[config.mk]
export PLATFORM = sky130hd
export DESIGN_NAME = wccg_ctrl
export DESIGN_NICKNAME = d
export VERILOG_FILES = /design/src/sv/wccg_pkg.sv /design/src/sv/wccg_ctrl.sv
export SDC_FILE = /design/constraint.sdc
export NUM_CORES = 1
export LEC_CHECK = 0
export ABC_CLOCK_PERIOD_IN_PS = 2930
export BUFFER_PORTS_ARGS = -buffer_cell sky130_fd_sc_hd__buf_2
export CAP_MARGIN = 20
export CORE_MARGIN = 2
export CORE_UTILIZATION = 50
export DETAILED_ROUTE_END_ITERATION = 8
export HOLD_SLACK_MARGIN = 0.02
export PLACE_DENSITY_LB_ADDON = 0.12
export RECOVER_POWER = 25
export SLEW_MARGIN = 20
export SYNTH_ARGS = -nofsm -noshare
export SYNTH_HDL_FRONTEND = slang
export SYNTH_SLANG_ARGS = --single-unit
[constraint.sdc]
create_clock -name i_clk -period 2.93 [get_ports i_clk]
set_input_delay 0.1465 -clock i_clk [delete_from_list [all_inputs] [get_ports i_clk]]
set_output_delay 0.1465 -clock i_clk [all_outputs]
set_load 0.05 [all_outputs]
[src/sv/wccg_pkg.sv]
`default_nettype none
// ----------------------------------------------------------------------------
// wccg_pkg
// Shared types and codes of the word chain candidate generator.
// ----------------------------------------------------------------------------
package wccg_pkg;

    localparam logic [1:0] OP_LOAD = 2'd0;
    localparam logic [1:0] OP_SEEK = 2'd1;
    localparam logic [1:0] OP_NEXT = 2'd2;
    localparam logic [1:0] OP_NONE = 2'd3;

    localparam logic [1:0] CFG_CAND_LEN = 2'd0;
    localparam logic [1:0] CFG_SPLIT    = 2'd1;
    localparam logic [1:0] CFG_MIN_EL   = 2'd2;
    localparam logic [1:0] CFG_MAX_EL   = 2'd3;

    typedef enum logic [1:0] {
        ST_OK    = 2'd0,
        ST_EMPTY = 2'd1,
        ST_RANGE = 2'd2,
        ST_FULL  = 2'd3
    } t_status;

    typedef struct packed {
        logic [1:0]  opcode;
        logic [4:0]  word_length;
        logic [63:0] word_low;
        logic [63:0] word_high;
        logic [63:0] position;
    } t_in_word;

    typedef struct packed {
        logic [1:0]  status;
        logic [63:0] candidate_low;
        logic [63:0] candidate_high;
        logic [4:0]  candidate_bytes;
        logic        wrapped;
    } t_out_word;

    typedef struct packed {
        logic    capture;
        logic    load_word;
        logic    dec_step;
        logic    chk_step;
        logic    seek_init;
        logic    next_init;
        logic    div_start;
        logic    seek_store;
        logic    next_rd;
        logic    next_acc;
        logic    set_status;
        t_status status;
        logic    out_load;
    } t_dp_cmd;

    typedef struct packed {
        logic [1:0] opcode;
        logic       load_bad;
        logic       len_bad;
        logic       dec_done;
        logic       chk_empty;
        logic       elem_last;
        logic       range_bad;
        logic       div_done;
    } t_dp_stat;

endpackage
`default_nettype wire

[src/sv/wccg_ctrl.sv]
`default_nettype none
// ----------------------------------------------------------------------------
// wccg_ctrl
// Sequencer: decode, check, seek and next phases; output handshake.
// ----------------------------------------------------------------------------
module wccg_ctrl (
    input  wire logic               i_clk,
    input  wire logic               i_rst_n,
    input  wire logic               i_in_valid,
    output logic                    o_in_stall,
    output logic                    o_out_valid,
    input  wire logic               i_out_stall,
    input  wire wccg_pkg::t_dp_stat i_stat,
    output wccg_pkg::t_dp_cmd       o_cmd
);

    typedef enum logic [8:0] {
        S_IDLE      = 9'b000000001,
        S_DISPATCH  = 9'b000000010,
        S_DECODE    = 9'b000000100,
        S_CHECK     = 9'b000001000,
        S_SEEK_DIV  = 9'b000010000,
        S_SEEK_WAIT = 9'b000100000,
        S_NEXT_RD   = 9'b001000000,
        S_NEXT_ACC  = 9'b010000000,
        S_DONE      = 9'b100000000
    } t_state;

    t_state r_state, n_state;
    logic   r_out_valid, n_out_valid;

    always_comb begin
        n_state     = r_state;
        o_cmd       = '0;
        n_out_valid = r_out_valid && i_out_stall;
        case (r_state)
            S_IDLE: begin
                if (i_in_valid) begin
                    o_cmd.capture = 1'b1;
                    n_state       = S_DISPATCH;
                end
            end
            S_DISPATCH: begin
                case (i_stat.opcode)
                    wccg_pkg::OP_LOAD: begin
                        o_cmd.load_word = 1'b1;
                        if (i_stat.load_bad) begin
                            o_cmd.set_status = 1'b1;
                            o_cmd.status     = wccg_pkg::ST_FULL;
                        end
                        n_state = S_DONE;
                    end
                    wccg_pkg::OP_NONE: n_state = S_DONE;
                    default: begin
                        if (i_stat.len_bad) begin
                            o_cmd.set_status = 1'b1;
                            o_cmd.status     = wccg_pkg::ST_RANGE;
                            n_state          = S_DONE;
                        end else begin
                            n_state = S_DECODE;
                        end
                    end
                endcase
            end
            S_DECODE: begin
                o_cmd.dec_step = 1'b1;
                if (i_stat.dec_done) begin
                    n_state = S_CHECK;
                end
            end
            S_CHECK: begin
                if (i_stat.chk_empty) begin
                    o_cmd.set_status = 1'b1;
                    o_cmd.status     = wccg_pkg::ST_EMPTY;
                    n_state          = S_DONE;
                end else if (!i_stat.elem_last) begin
                    o_cmd.chk_step = 1'b1;
                end else if (i_stat.range_bad) begin
                    o_cmd.set_status = 1'b1;
                    o_cmd.status     = wccg_pkg::ST_RANGE;
                    n_state          = S_DONE;
                end else if (i_stat.opcode == wccg_pkg::OP_SEEK) begin
                    o_cmd.seek_init = 1'b1;
                    n_state         = S_SEEK_DIV;
                end else begin
                    o_cmd.next_init = 1'b1;
                    n_state         = S_NEXT_RD;
                end
            end
            S_SEEK_DIV: begin
                o_cmd.div_start = 1'b1;
                n_state         = S_SEEK_WAIT;
            end
            S_SEEK_WAIT: begin
                if (i_stat.div_done) begin
                    o_cmd.seek_store = 1'b1;
                    n_state          = i_stat.elem_last ? S_DONE : S_SEEK_DIV;
                end
            end
            S_NEXT_RD: begin
                o_cmd.next_rd = 1'b1;
                n_state       = S_NEXT_ACC;
            end
            S_NEXT_ACC: begin
                o_cmd.next_acc = 1'b1;
                n_state        = i_stat.elem_last ? S_DONE : S_NEXT_RD;
            end
            S_DONE: begin
                if (!r_out_valid || !i_out_stall) begin
                    o_cmd.out_load = 1'b1;
                    n_out_valid    = 1'b1;
                    n_state        = S_IDLE;
                end
            end
            default: n_state = S_IDLE;
        endcase
    end

    always_ff @(posedge i_clk) begin
        if (!i_rst_n) begin
            r_state     <= S_IDLE;
            r_out_valid <= 1'b0;
        end else begin
            r_state     <= n_state;
            r_out_valid <= n_out_valid;
        end
    end

    assign o_in_stall  = r_state != S_IDLE;
    assign o_out_valid = r_out_valid;

endmodule
`default_nettype wire

==> impl_metrics.py <==
metrics = {
    "power": {
        "power.total_uw": 409,
        "peakVddDrop_uv": 454,
        "leakagePower_uw": 0.000518,
        "power.density_nw_per_um2": 395,
    },
    "run": {
        "drv_cap": 0,
    },
    "timing": {
        "hold_ws_ns": 0.0808,
        "hold_violations": 0,
        "fin_tns_setup_ns": 0,
        "relSlewSlack": 0.528,
        "max_freq_mhz": 420,
        "drv_slew": 0,
        "setup_viol": 0,
        "fin_crit_ns": 2.38,
        "fin_ws_ns": 0.547,
        "rsz0062_at_grt": "no",
        "max_slew.worst_pin.slew_ns": 0.709,
        "fin_skew_ns": 0.000936,
        "fin_crit_sh": 0.813,
    },
    "cells_and_area": {
        "diodes": 0,
        "drive_gt1_frac": 0.292,
        "area_delta_synth_final_pct": 13.3,
        "nets": 154,
        "fillers": 162,
    },
    "yosys": {
        "ys_seq_area_frac": 0.219,
        "syn_area_sq_um": 912,
        "syn_inst": 112,
        "synth_commonest_cells": "17 x nor2_1, 10 x dfxtp_1, 8 x nand2_1, 7 x a21oi_1, 6 x inv_1",
        "synth_flop_cell": "dfxtp_1",
        "synth.area.top_cells": "dfxtp_1 22%, nor2_1 7.0%, nor4_4 4.7%, and4b_1 4.4%, a21oi_1 3.8%",
        "synth.top_cell.area_share": 0.219,
        "yosysMostFrequentCell": "nor2_1",
        "yosysTopAreaCell": "dfxtp_1",
        "synth_enable_flop_cells": 0,
        "synthArstFlopShare": 0,
        "synth_seq_cells": 10,
        "synth_cell_type_count": 44,
        "postSynthAreaPerCell_sq_um": 8.14,
        "yosysWarningCount": 0,
        "synth_nets": 127,
    },
    "setup_path": {
        "crit_type": "flip-flop to primary output",
        "rr_worst_depth": 5,
        "cp-end-kind": "primary output",
        "cp.arrival_ns": 2.24,
        "cp_data_required_time_ns": 2.78,
        "cp-start-kind": "flip-flop",
        "r2r_slack_ns": 0.62,
        "worstReg2RegEnd": "r_state[3]",
        "rr_startpoint": "r_state[2]",
        "worstPathMaxFanout": 11,
    },
    "global_route": {
        "grt_pass1_wl_mm": 3.22,
        "grt_pass1_vias": 695,
        "gr-total-overflow": 0,
        "antenna_found_initial": 0,
        "grt.total_usage": 0.210,
        "grt_max_degree": 12,
    },
    "route": {
        "vias": 870,
        "met2_length_mm": 1.01,
        "drc": 0,
        "wire_per_inst_um": 13.0,
        "top_layer_used": "met3",
        "wirelength_mm": 2.10,
        "drt_iter0_markers": 16,
        "avgViaCountPerCell": 5.37,
        "ant_nets": 0,
        "route.met3.wl_um": 83,
        "dr.pass1.iters": 4,
        "wl_met1_mm": 1.00,
    },
    "floorplan": {
        "die_w_um": 46.7,
        "die_h_um": 46.7,
        "rows": 15,
        "coreArea_sq_um": 1730,
        "ios": 29,
        "start_util": 0.528,
        "dieArea_sq_um": 2180,
    },
    "worst_hold_path": {
        "min_to": "r_state[0]",
        "holdCritPathClass": "input pin to flip-flop",
        "min_from": "i_rst_n",
        "min_path_cells": 2,
    },
    "clock_tree": {
        "numCtsBuffers": 3,
        "cts_max_path_buffers": 2,
        "cts-resized-gates": 0,
        "clk_pin_slew_ns": 0.06,
        "clk_latency_ns": 0.26,
        "clockRootBuffer": "clkbuf_4",
        "cts-hold-fix-buffers": 0,
        "cts_sinks": 10,
        "cts_tree": "built",
        "cts.htree.levels": 1,
        "post_cts.repair.setup_buffers": 0,
    },
    "placed_design": {
        "dp_hpwl_mm": 1.66,
        "gp_congestion": 0.878,
        "place.port_buffers": 28,
        "pre_cts_ws_ns": 1.01,
    },
    "run_status": {
        "status": "complete, no violations",
    },
}
-- cell type report --
cell class              count  area, sq um  area share
well taps                  25         31.3      0.0303
multi-input cells          90          618       0.598
flip-flops and latches     10          200       0.194
clock buffers               3         22.5      0.0218
repair buffers             28          139       0.134
inverters                   6         22.5      0.0218
-- critical path, cell delays in order, from the launching register on --
cell	delay, ns
dfxtp_1	0.42
nor4_1	0.56
nand3b_1	0.18
or3b_1	0.43
a21oi_1	0.12
buf_2	0.27
-- cell usage in the layout (no fill, tap or decap), types with 2 or more instances in the layout --
cell,count
nand4b_2,2
inv_1,6
o211ai_1,2
nor2_1,17
nand3_1,2
buf_2,27
and3_1,4
a21oi_1,7
nor3_2,3
nor4b_1,2
nand2b_1,3
clkbuf_4,3
xor2_1,2
and2_1,2
and4b_1,4
nor4_1,3
dfxtp_1,10
or3_1,2
nand2_1,8
o21ai_0,4
ha_1,2
-- worst max-delay path by stage --
stage | from | endpoint | slack (ns) | cells past startpoint
final | r_state[2] | o_cmd[0] | 0.55 | 5
after global routing | r_state[2] | o_cmd[0] | 0.35 | 5
after CTS | r_state[2] | o_cmd[0] | 0.72 | 5
after detailed placement | r_state[2] | o_cmd[0] | 1.01 | 5
after global placement | r_state[2] | o_cmd[0] | 1.05 | 5
after floorplan | r_state[4] | o_cmd[2] | 0.58 | 4
-- state kept, by name, summed over array words and instances (netlist names) --
name,cells
o_out_valid,1
r_state,9
-- stage by stage --
| stage | cells | area, sq um | util |
|---|---|---|---|
| 2_1_floorplan | 112 | 912 | - |
| 3_3_place_gp | 159 | 1050 | 0.608 |
| 3_5_place_dp | 159 | 1050 | 0.608 |
| 4_1_cts | 162 | 1070 | 0.621 |
| 5_1_grt | 162 | 1030 | 0.599 |
| 6_report | 162 | 1030 | 0.599 |
-- cell families (layout without fill, tap and decap cells) --
logic type,count (synthesis),in the layout,synth area share
mux,1,1,0.0110
flops,10,10,0.219
fa+ha+maj,2,2,0.0274
xor+xnor,3,3,0.0288
compound gates,22,22,0.177
buf+inv,12,37,0.0617
simple gates,62,62,0.475
-- report_power, final --
part | switching (uW) | total (uW) | internal [uW] | leakage (uW)
clock | 40.9 | 88.0 | 47.1 | 0.0000138
sequential | 16.1 | 160 | 144 | 0.0000811
combinational | 103 | 161 | 57.5 | 0.000423
total | 160 | 409 | 248 | 0.000518
-- per-layer routing --
metal | global-route usage | up-vias
li1 | - | 461
met1 | 0.303 | 393
met2 | 0.319 | 16
met3 | 0.0706 | 0
met4 | 0.0167 | 0
met5 | 0 | -
Power figures use the tool's default switching activity.
